## src/rtl/core/rwbb_pkg.sv

```systemverilog
// rwbb_pkg: shared types and constants for the rms waveform bar builder
// no dependencies
`default_nettype none
package rwbb_pkg;
   localparam int unsigned MS_W   = 31;
   localparam int unsigned ACC_W  = 51;
   localparam int unsigned CNT_W  = 20;
   localparam int unsigned AMP_W  = 17;
   localparam int unsigned HGT_W  = 4;
   localparam int unsigned CSR_W  = 20;
   localparam int unsigned IDX_W  = 1;
   localparam logic [IDX_W-1:0] CSR_BAR_COUNT       = 1'b0;
   localparam logic [IDX_W-1:0] CSR_SAMPLES_PER_BAR = 1'b1;
   localparam logic [AMP_W-1:0] AMP_ONE = 17'h10000;

   typedef enum logic [7:0] {
      ST_IDLE  = 8'b0000_0001,
      ST_ACC   = 8'b0000_0010,
      ST_DIV   = 8'b0000_0100,
      ST_CLOSE = 8'b0000_1000,
      ST_RD    = 8'b0001_0000,
      ST_QDIV  = 8'b0010_0000,
      ST_SQRT  = 8'b0100_0000,
      ST_EMIT  = 8'b1000_0000
   } state_type;
endpackage
`default_nettype wire

```

## src/rtl/core/rms_waveform_bar_builder.sv

```systemverilog
// rms_waveform_bar_builder: per-bar rms envelope, peak normalized
// depends on rwbb_pkg
`default_nettype none
// One sample word is taken per start pulse while busy is low. A sample that
// does not close a bar is accepted in the idle state and accumulated in the
// accumulate state. One that closes a bar adds a bit-serial division of the
// bar's square sum by its sample count and a write of the mean square into
// the bar memory. On the final sample, each of the bars is read back from the
// memory, divided by the maximum (a load and 64 restoring steps) and
// square-rooted (the last 17 of its steps giving one result bit each), then
// shown on the rsp_ ports for one cycle with rsp_valid; a zero maximum gives
// zero amplitudes. The receiver cannot stall, so results are just strobed.
// busy stays high until the last bar is out.
module rms_waveform_bar_builder #(
   parameter int unsigned MAX_BARS    = 64,
   parameter int unsigned SAMPLE_BITS = 16
) (
   input  wire logic                              clock,
   input  wire logic                              reset,
   input  wire logic                              start,
   output logic                                   busy,
   input  wire logic signed [15:0]                req_sample,
   input  wire logic                              req_final_sample,
   output logic                                   rsp_valid,
   output logic [rwbb_pkg::AMP_W-1:0]             rsp_amplitude,
   output logic [rwbb_pkg::HGT_W-1:0]             rsp_bar_height,
   output logic                                   rsp_last_bar,
   input  wire logic                              csr_write,
   input  wire logic [rwbb_pkg::IDX_W-1:0]        csr_index,
   input  wire logic [rwbb_pkg::CSR_W-1:0]        csr_data
);
   localparam int unsigned AW = (MAX_BARS > 1) ? $clog2(MAX_BARS) : 1;
   localparam int unsigned SQ_SHIFT = (SAMPLE_BITS > 16) ? 2*(SAMPLE_BITS-16) : 0;
   localparam int unsigned MSW = rwbb_pkg::MS_W;
   localparam int unsigned ACW = rwbb_pkg::ACC_W;

   // configuration
   logic [6:0]  bar_count_ff;
   logic [19:0] spb_ff;
   always_ff @(posedge clock) begin
      if (reset) begin
         bar_count_ff <= 7'd32;
         spb_ff       <= 20'd1;
      end else if (csr_write) begin
         case (csr_index)
            rwbb_pkg::CSR_BAR_COUNT:       bar_count_ff <= csr_data[6:0];
            rwbb_pkg::CSR_SAMPLES_PER_BAR: spb_ff <= csr_data;
            default: ;
         endcase
      end
   end
   logic [7:0]  bars;
   logic [19:0] blen;
   always_comb begin
      bars = {1'b0, bar_count_ff};
      if (bars == 8'd0) bars = 8'd1;
      if (bars > 8'(MAX_BARS)) bars = 8'(MAX_BARS);
      blen = (spb_ff == 20'd0) ? 20'd1 : spb_ff;
   end

   // bar mean-square memory
   logic [MSW-1:0] mem [MAX_BARS];
   logic           mem_we;
   logic [AW-1:0]  mem_waddr, mem_raddr;
   logic [MSW-1:0] mem_wdata, mem_rdata_ff;
   always_ff @(posedge clock) begin
      if (mem_we) mem[mem_waddr] <= mem_wdata;
      mem_rdata_ff <= mem[mem_raddr];
   end

   rwbb_pkg::state_type state_ff, state_in;
   logic [ACW-1:0]  acc_ff, acc_in;
   logic [19:0]     cnt_ff, cnt_in;
   logic [7:0]      bidx_ff, bidx_in;
   logic [MSW-1:0]  max_ff, max_in;
   logic            fin_ff, fin_in;
   logic [31:0]     sq_ff, sq_in;
   // shared restoring divider: dividend/quotient shift register, remainder, divisor
   logic [63:0]     dvd_ff, dvd_in;
   logic [32:0]     rem_ff, rem_in;
   logic [31:0]     dsr_ff, dsr_in;
   logic [6:0]      step_ff, step_in;
   // sqrt
   logic [63:0]     sx_ff, sx_in;
   logic [33:0]     sr_ff, sr_in;
   logic [16:0]     root_ff, root_in;
   // output loop
   logic [7:0]      oidx_ff, oidx_in;
   logic            rv_ff, rv_in;
   logic [16:0]     ramp_ff, ramp_in;
   logic [3:0]      rh_ff, rh_in;
   logic            rl_ff, rl_in;

   logic [SAMPLE_BITS-1:0] raw;
   logic [SAMPLE_BITS:0]   mag;
   logic [2*SAMPLE_BITS+1:0] sqf;
   logic [33:0] rtrial;
   logic [33:0] strial;
   logic [33:0] sr_sh;
   logic [20:0] h_full;
   logic [MSW-1:0] ms_sel;

   always_comb begin
      raw = SAMPLE_BITS'($unsigned({{(SAMPLE_BITS > 16 ? SAMPLE_BITS-16 : 0){req_sample[15]}},
                                    req_sample}));
      mag = raw[SAMPLE_BITS-1] ? ((SAMPLE_BITS+1)'(1) << SAMPLE_BITS) - {1'b0, raw}
                               : {1'b0, raw};
      sqf = (2*SAMPLE_BITS+2)'(mag * mag) >> SQ_SHIFT;
   end

   always_comb begin
      state_in = state_ff;
      acc_in = acc_ff; cnt_in = cnt_ff; bidx_in = bidx_ff; max_in = max_ff;
      fin_in = fin_ff; sq_in = sq_ff;
      dvd_in = dvd_ff; rem_in = rem_ff; dsr_in = dsr_ff; step_in = step_ff;
      sx_in = sx_ff; sr_in = sr_ff; root_in = root_ff;
      oidx_in = oidx_ff; rv_in = 1'b0; ramp_in = ramp_ff; rh_in = rh_ff; rl_in = rl_ff;
      mem_we = 1'b0; mem_waddr = bidx_ff[AW-1:0]; mem_wdata = dvd_ff[MSW-1:0];
      mem_raddr = oidx_ff[AW-1:0];
      rtrial = {rem_ff, dvd_ff[63]} - {2'b0, dsr_ff};
      sr_sh  = {sr_ff[31:0], sx_ff[63:62]};
      strial = sr_sh - {15'b0, root_ff, 2'b01};
      h_full = ({4'b0, ramp_ff} * 21'd10 + 21'd32768) >> 16;
      ms_sel = (oidx_ff < bidx_ff) ? mem_rdata_ff : '0;
      case (state_ff)
         rwbb_pkg::ST_IDLE: begin
            if (start) begin
               sq_in = 32'(sqf);
               fin_in = req_final_sample;
               state_in = rwbb_pkg::ST_ACC;
            end
         end
         rwbb_pkg::ST_ACC: begin
            if (bidx_ff < bars) begin
               acc_in = acc_ff + ACW'(sq_ff);
               cnt_in = cnt_ff + 20'd1;
               if (cnt_ff + 20'd1 >= blen) begin
                  dvd_in = {13'b0, acc_ff + ACW'(sq_ff)};
                  dsr_in = {12'b0, cnt_ff + 20'd1};
                  rem_in = '0; step_in = '0;
                  state_in = rwbb_pkg::ST_DIV;
               end else if (fin_ff) begin
                  dvd_in = {13'b0, acc_ff + ACW'(sq_ff)};
                  dsr_in = {12'b0, cnt_ff + 20'd1};
                  rem_in = '0; step_in = '0;
                  state_in = rwbb_pkg::ST_DIV;
               end else state_in = rwbb_pkg::ST_IDLE;
            end else if (fin_ff) begin
               oidx_in = '0; state_in = rwbb_pkg::ST_RD;
            end else state_in = rwbb_pkg::ST_IDLE;
         end
         rwbb_pkg::ST_DIV: begin
            // one quotient bit per cycle over 64-bit dividend (low 51 used)
            if (rtrial[33]) rem_in = {rem_ff[31:0], dvd_ff[63]};
            else            rem_in = rtrial[32:0];
            dvd_in = {dvd_ff[62:0], ~rtrial[33]};
            step_in = step_ff + 7'd1;
            if (step_ff == 7'd63) state_in = rwbb_pkg::ST_CLOSE;
         end
         rwbb_pkg::ST_CLOSE: begin
            mem_we = (bidx_ff < 8'(MAX_BARS));
            if (dvd_ff[MSW-1:0] > max_ff) max_in = dvd_ff[MSW-1:0];
            bidx_in = bidx_ff + 8'd1;
            acc_in = '0; cnt_in = '0;
            if (fin_ff) begin
               oidx_in = '0; state_in = rwbb_pkg::ST_RD;
            end else state_in = rwbb_pkg::ST_IDLE;
         end
         rwbb_pkg::ST_RD: begin
            // read issued with oidx; data lands next cycle
            state_in = rwbb_pkg::ST_QDIV;
            step_in = '0;
            dvd_in = '0; rem_in = '0;
         end
         rwbb_pkg::ST_QDIV: begin
            if (step_ff == 7'd0) begin
               dvd_in = {1'b0, ms_sel, 32'b0};
               dsr_in = {1'b0, max_ff};
               rem_in = '0;
               step_in = 7'd1;
               if (max_ff == '0) begin
                  ramp_in = '0; state_in = rwbb_pkg::ST_EMIT;
               end
            end else begin
               if (rtrial[33]) rem_in = {rem_ff[31:0], dvd_ff[63]};
               else            rem_in = rtrial[32:0];
               dvd_in = {dvd_ff[62:0], ~rtrial[33]};
               step_in = step_ff + 7'd1;
               if (step_ff == 7'd64) begin
                  sx_in = {dvd_ff[62:0], ~rtrial[33]};
                  sr_in = '0; root_in = '0; step_in = '0;
                  state_in = rwbb_pkg::ST_SQRT;
               end
            end
         end
         rwbb_pkg::ST_SQRT: begin
            // quotient < 2^33, root needs 17 bits: skip top 15 pairs
            if (step_ff < 7'd15) begin
               sx_in = {sx_ff[61:0], 2'b00};
               step_in = step_ff + 7'd1;
            end else begin
               sx_in = {sx_ff[61:0], 2'b00};
               if (strial[33]) begin
                  sr_in = sr_sh; root_in = {root_ff[15:0], 1'b0};
               end else begin
                  sr_in = strial; root_in = {root_ff[15:0], 1'b1};
               end
               step_in = step_ff + 7'd1;
               if (step_ff == 7'd31) begin
                  ramp_in = strial[33] ? {root_ff[15:0], 1'b0} : {root_ff[15:0], 1'b1};
                  state_in = rwbb_pkg::ST_EMIT;
               end
            end
         end
         rwbb_pkg::ST_EMIT: begin
            rv_in = 1'b1;
            rh_in = (h_full == 21'd0) ? 4'd1 : h_full[3:0];
            rl_in = (oidx_ff + 8'd1 == bars);
            oidx_in = oidx_ff + 8'd1;
            if (oidx_ff + 8'd1 == bars) begin
               acc_in = '0; cnt_in = '0; bidx_in = '0; max_in = '0;
               state_in = rwbb_pkg::ST_IDLE;
            end else state_in = rwbb_pkg::ST_RD;
         end
         default: state_in = rwbb_pkg::ST_IDLE;
      endcase
   end

   always_ff @(posedge clock) begin
      if (reset) begin
         state_ff <= rwbb_pkg::ST_IDLE;
         acc_ff <= '0; cnt_ff <= '0; bidx_ff <= '0; max_ff <= '0;
         rv_ff <= 1'b0; oidx_ff <= '0;
      end else begin
         state_ff <= state_in;
         acc_ff <= acc_in; cnt_ff <= cnt_in; bidx_ff <= bidx_in; max_ff <= max_in;
         rv_ff <= rv_in; oidx_ff <= oidx_in;
      end
   end
   always_ff @(posedge clock) begin
      fin_ff <= fin_in; sq_ff <= sq_in;
      dvd_ff <= dvd_in; rem_ff <= rem_in; dsr_ff <= dsr_in; step_ff <= step_in;
      sx_ff <= sx_in; sr_ff <= sr_in; root_ff <= root_in;
      ramp_ff <= ramp_in; rh_ff <= rh_in; rl_ff <= rl_in;
   end

   assign busy          = (state_ff != rwbb_pkg::ST_IDLE);
   assign rsp_valid     = rv_ff;
   assign rsp_amplitude = (ramp_ff > rwbb_pkg::AMP_ONE) ? rwbb_pkg::AMP_ONE : ramp_ff;
   assign rsp_bar_height = rh_ff;
   assign rsp_last_bar  = rl_ff;

   // checks
   a_resp_busy: assert property (@(posedge clock) disable iff (reset)
      rsp_valid |-> $past(busy)) else $error("result without work");
   a_last_idle: assert property (@(posedge clock) disable iff (reset)
      rsp_valid && rsp_last_bar |-> !busy) else $error("busy after last bar");
   a_height: assert property (@(posedge clock) disable iff (reset)
      rsp_valid |-> rsp_bar_height != 4'd0) else $error("zero height");
endmodule
`default_nettype wire

```

## config.mk

```make
export PLATFORM = sky130hd
export DESIGN_NAME = rms_waveform_bar_builder
export DESIGN_NICKNAME = d
export VERILOG_FILES = /design/src/rtl/core/rwbb_pkg.sv /design/src/rtl/core/rms_waveform_bar_builder.sv
export SDC_FILE = /design/constraint.sdc
export NUM_CORES = 2
export LEC_CHECK = 0
export BUFFER_PORTS_ARGS = -buffer_cell sky130_fd_sc_hd__buf_2
export CAP_MARGIN = 0
export CORE_ASPECT_RATIO = 1.4
export CORE_MARGIN = 5
export CORE_UTILIZATION = 35
export DETAILED_ROUTE_END_ITERATION = 8
export GPL_ROUTABILITY_DRIVEN = 0
export PLACE_DENSITY_LB_ADDON = 0.05
export SLEW_MARGIN = 25
export SYNTH_ARGS = -nofsm -noshare
export SYNTH_HDL_FRONTEND = slang
export SYNTH_SLANG_ARGS = --single-unit
```

## constraint.sdc

```tcl
create_clock -name clock -period 11.4 [get_ports clock]
set_input_delay 2.28 -clock clock [delete_from_list [all_inputs] [get_ports clock]]
set_output_delay 2.28 -clock clock [all_outputs]
set_load 0.02 [all_outputs]
```

==> metrics.txt <==
CTS Hold Bufs 0; pwr dens slightly above 200 mW/mm^2; gr ovfl total 0; clk slew on worst S/H paths around 0.060 ns; GRT Total Usage 0.192; via count 58.5k; Clock Skew 0.0698 ns; starting density of the core 0.351; Port Buffers 65; Hold Crit Class flop to flop; Ys Warns 0; post-CTS sizing 0; Yosys reg bits 2,471; CP peak stage delay around 0.55 ns; Num CTS Buffers 273; worst-path fanout max 10; Clock Sink Count about 2.5k; Distinct cells, synth 74; CP startpoint req_sample[3]; cells after synthesis 6,550; Hold Slack 0.472 ns; Slowest-stage cell, CP fa_1; largest net degree at the start of global routing 110; antenna viol nets, final 0; Leak ~0.042 uW; area grow syn2layout 13.8%; via/cell ratio around 5.2; number of max-cap violations 0; initial antenna violation count 36; Fin. Hold Viols 0; status complete, no violations; critical path arrival 10.44 ns; num rows 243; peak supply drop 0.482 mV; share of layout cells above drive strength 1 0.195; Nets 7,327; Worst Path Required 11.94 ns; FFs w/ async S/R, synth 0; setup TNS 0 ns; Clock Latency Late Sink around 0.86 ns; Final Power 25,800 uW; Root Driver clkbuf_16; Critical Path Most Common Cell fa_1; ys flop type edfxtp_1; WP buf/inv 8; IO Pins 66; synthesized area 0.109 sq mm; kind of critical path primary input to flop; TritonCTS clock tree yes; Crit. End Element flop; iteration-0 DRC count of the detailed router 4,222; min Tclk post-route slightly below 10 ns; reg2reg start cnt_ff[0]; max_slew headroom 0.301; Max Buffers Root-to-Sink 4; hpwl dp around 190,000 um; Die Y 672 um; first-pass GRT wire length between 400,000 and 500,000 um; Slew @ Worst Pin between 1 and 1.5 ns; Remaining DRCs 0; wirelength, routed 313,000 um; vias in the first global route between 60k and 70k; die footprint 0.324 sq mm; Seq/Total Area, Yosys 0.661; Setup Viol. Count Final 0; Fmax 101 MHz; H-tree Lvls 5; EDFF count, synth 2,286; CP top delay family adder cells; Slew Limit Fails 0; RSZ-0062 raised after global routing no; core area 0.312 sq mm; routed length per instance 28.0 um; synthesized area per cell about 17 sq um; CP Launch Type primary input; Setup Fix Bufs, Post-CTS 0; Hold Startpoint spb_ff[14]; die width 483 um; 1st-pass router iterations 5; Final period util 0.869
==> flip-flops by register name (all words and copies together), names as in the netlist <==
signal and flops:
root_ff 17, spb_ff 20, sq_ff 31, sr_ff 32, acc_ff 51, dvd_ff 64, oidx_ff 8, fin_ff 1
cnt_ff 20, rsp_valid 1, ramp_ff 17, sx_ff 64, rsp_bar_height 4, bidx_ff 8, rsp_last_bar 1, state_ff 8
max_ff 31, bar_count_ff 7, dsr_ff 31, mem_rdata_ff 31, mem 1984, rem_ff 33, step_ff 7
==> logic make-up after synthesis <==
family,synth area share
flip-flops,0.661
AND/OR/NAND/NOR,0.0524
buffers and inverters,0.0257
AO/OA/AOI/OAI,0.0414
multiplexers,0.138
adder cells (fa/ha/maj),0.0667
XOR/XNOR,0.0148
other,0.0000686
==> cells in the mapped netlist, types with 12 or more instances <==
master / count / area [sq um]
a21o_1: 74 / 556
a22oi_1: 44 / 330
nand4_1: 32 / 200
dfxtp_1: 185 / 3700
nand3_1: 107 / 536
mux2i_1: 44 / 440
a21oi_1: 231 / 1160
a31oi_1: 26 / 163
nand2b_1: 21 / 131
nor2_1: 408 / 1530
a221o_1: 20 / 200
fa_1: 191 / 3820
and3_1: 22 / 138
and2_1: 25 / 156
xnor2_1: 120 / 1050
nor3_1: 46 / 230
or3_1: 21 / 131
o21ai_0: 95 / 475
nor4_1: 20 / 125
o21ai_1: 22 / 110
nand2_1: 507 / 1900
ha_1: 278 / 3480
o31ai_1: 12 / 90.1
inv_1: 443 / 1660
a211oi_1: 22 / 165
nand3b_1: 16 / 120
xor2_1: 63 / 552
o21a_1: 19 / 143
nor2b_1: 43 / 269
mux4_2: 651 / 14700
buf_1: 49 / 184
edfxtp_1: 2286 / 68600
a22o_1: 48 / 420
clkbuf_1: 212 / 796
==> worst reg2reg max path, delay by kind of cell, from the launching register on <==
kind / cells / cell delay (ns)
compound gates: 4 / 0.96
xor+xnor: 1 / 0.41
fa+ha+maj: 2 / 0.53
buf+inv: 2 / 1.36
flops: 1 / 0.48
simple gates: 6 / 1.40
==> final timing paths <==
check          endpoint  slack [ns]  depth (start not counted)
min reg2reg  spb_ff[14]        0.47                          2
min          spb_ff[14]        0.47                          2
max reg2reg  dvd_ff[57]        5.83                         15
max           sq_ff[31]        1.50                         32
==> report_power, final <==
| part | total (uW) | leakage (uW) | switching [uW] | internal (uW) |
|---|---|---|---|---|
| Combinational | 6760 | 0.0155 | 3990 | 2760 |
| Clock | 8570 | 0.00417 | 3620 | 4940 |
| Sequential | 10500 | 0.0220 | 64.1 | 10400 |
==> per-layer routing <==
layer / vias to the layer above / wire (um) / track usage
li1: 25800 / - / -
met4: 0 / 6510 / 0.0409
met5: - / 0 / 0
met3: 335 / 12600 / 0.0236
met2: 1140 / 162000 / 0.343
met1: 31300 / 132000 / 0.251
==> cell type report <==
type | count | area (sq um)
clock inverter | 136 | 1140
multi-input combinational | 3380 | 35100
clock buffer | 344 | 7330
fill | 28600 | 188000
timing repair buffer | 240 | 1740
tap | 4165 | 5210
antenna | 6 | 15.0
inverter | 450 | 1690
sequential | 2471 | 72400
==> metrics by stage <==
stage	setup slack, ns	instance area, sq um	cells	utilization
floorplan	1.35	110000	6582	-
global placement	0.687	116000	10700	0.372
detailed placement	0.548	116000	10700	0.372
CTS	1.45	125000	11200	0.399
global route	0.868	125000	11200	0.399
finish	1.50	125000	11200	0.399
==> cells in the final DEF (no fill, tap or decap), drive strengths merged, types with 32 or more instances in the layout <==
cell / Yosys / final
a21oi: 231 / 231
nor2: 408 / 408
buf: 69 / 240
nor3: 46 / 46
fa: 191 / 191
mux4: 651 / 651
nand3: 107 / 107
ha: 278 / 278
dfxtp: 185 / 185
inv: 443 / 453
xnor2: 120 / 120
o21ai: 118 / 118
nor2b: 43 / 43
clkbuf: 212 / 344
conb: 2 / 34
nand2: 507 / 507
edfxtp: 2286 / 2286
xor2: 63 / 63
a22o: 48 / 48
a21o: 74 / 74
a22oi: 44 / 44
clkinv: 7 / 111
mux2i: 44 / 44
nand4: 32 / 32
No activity file was read; power rests on OpenSTA's default activity.
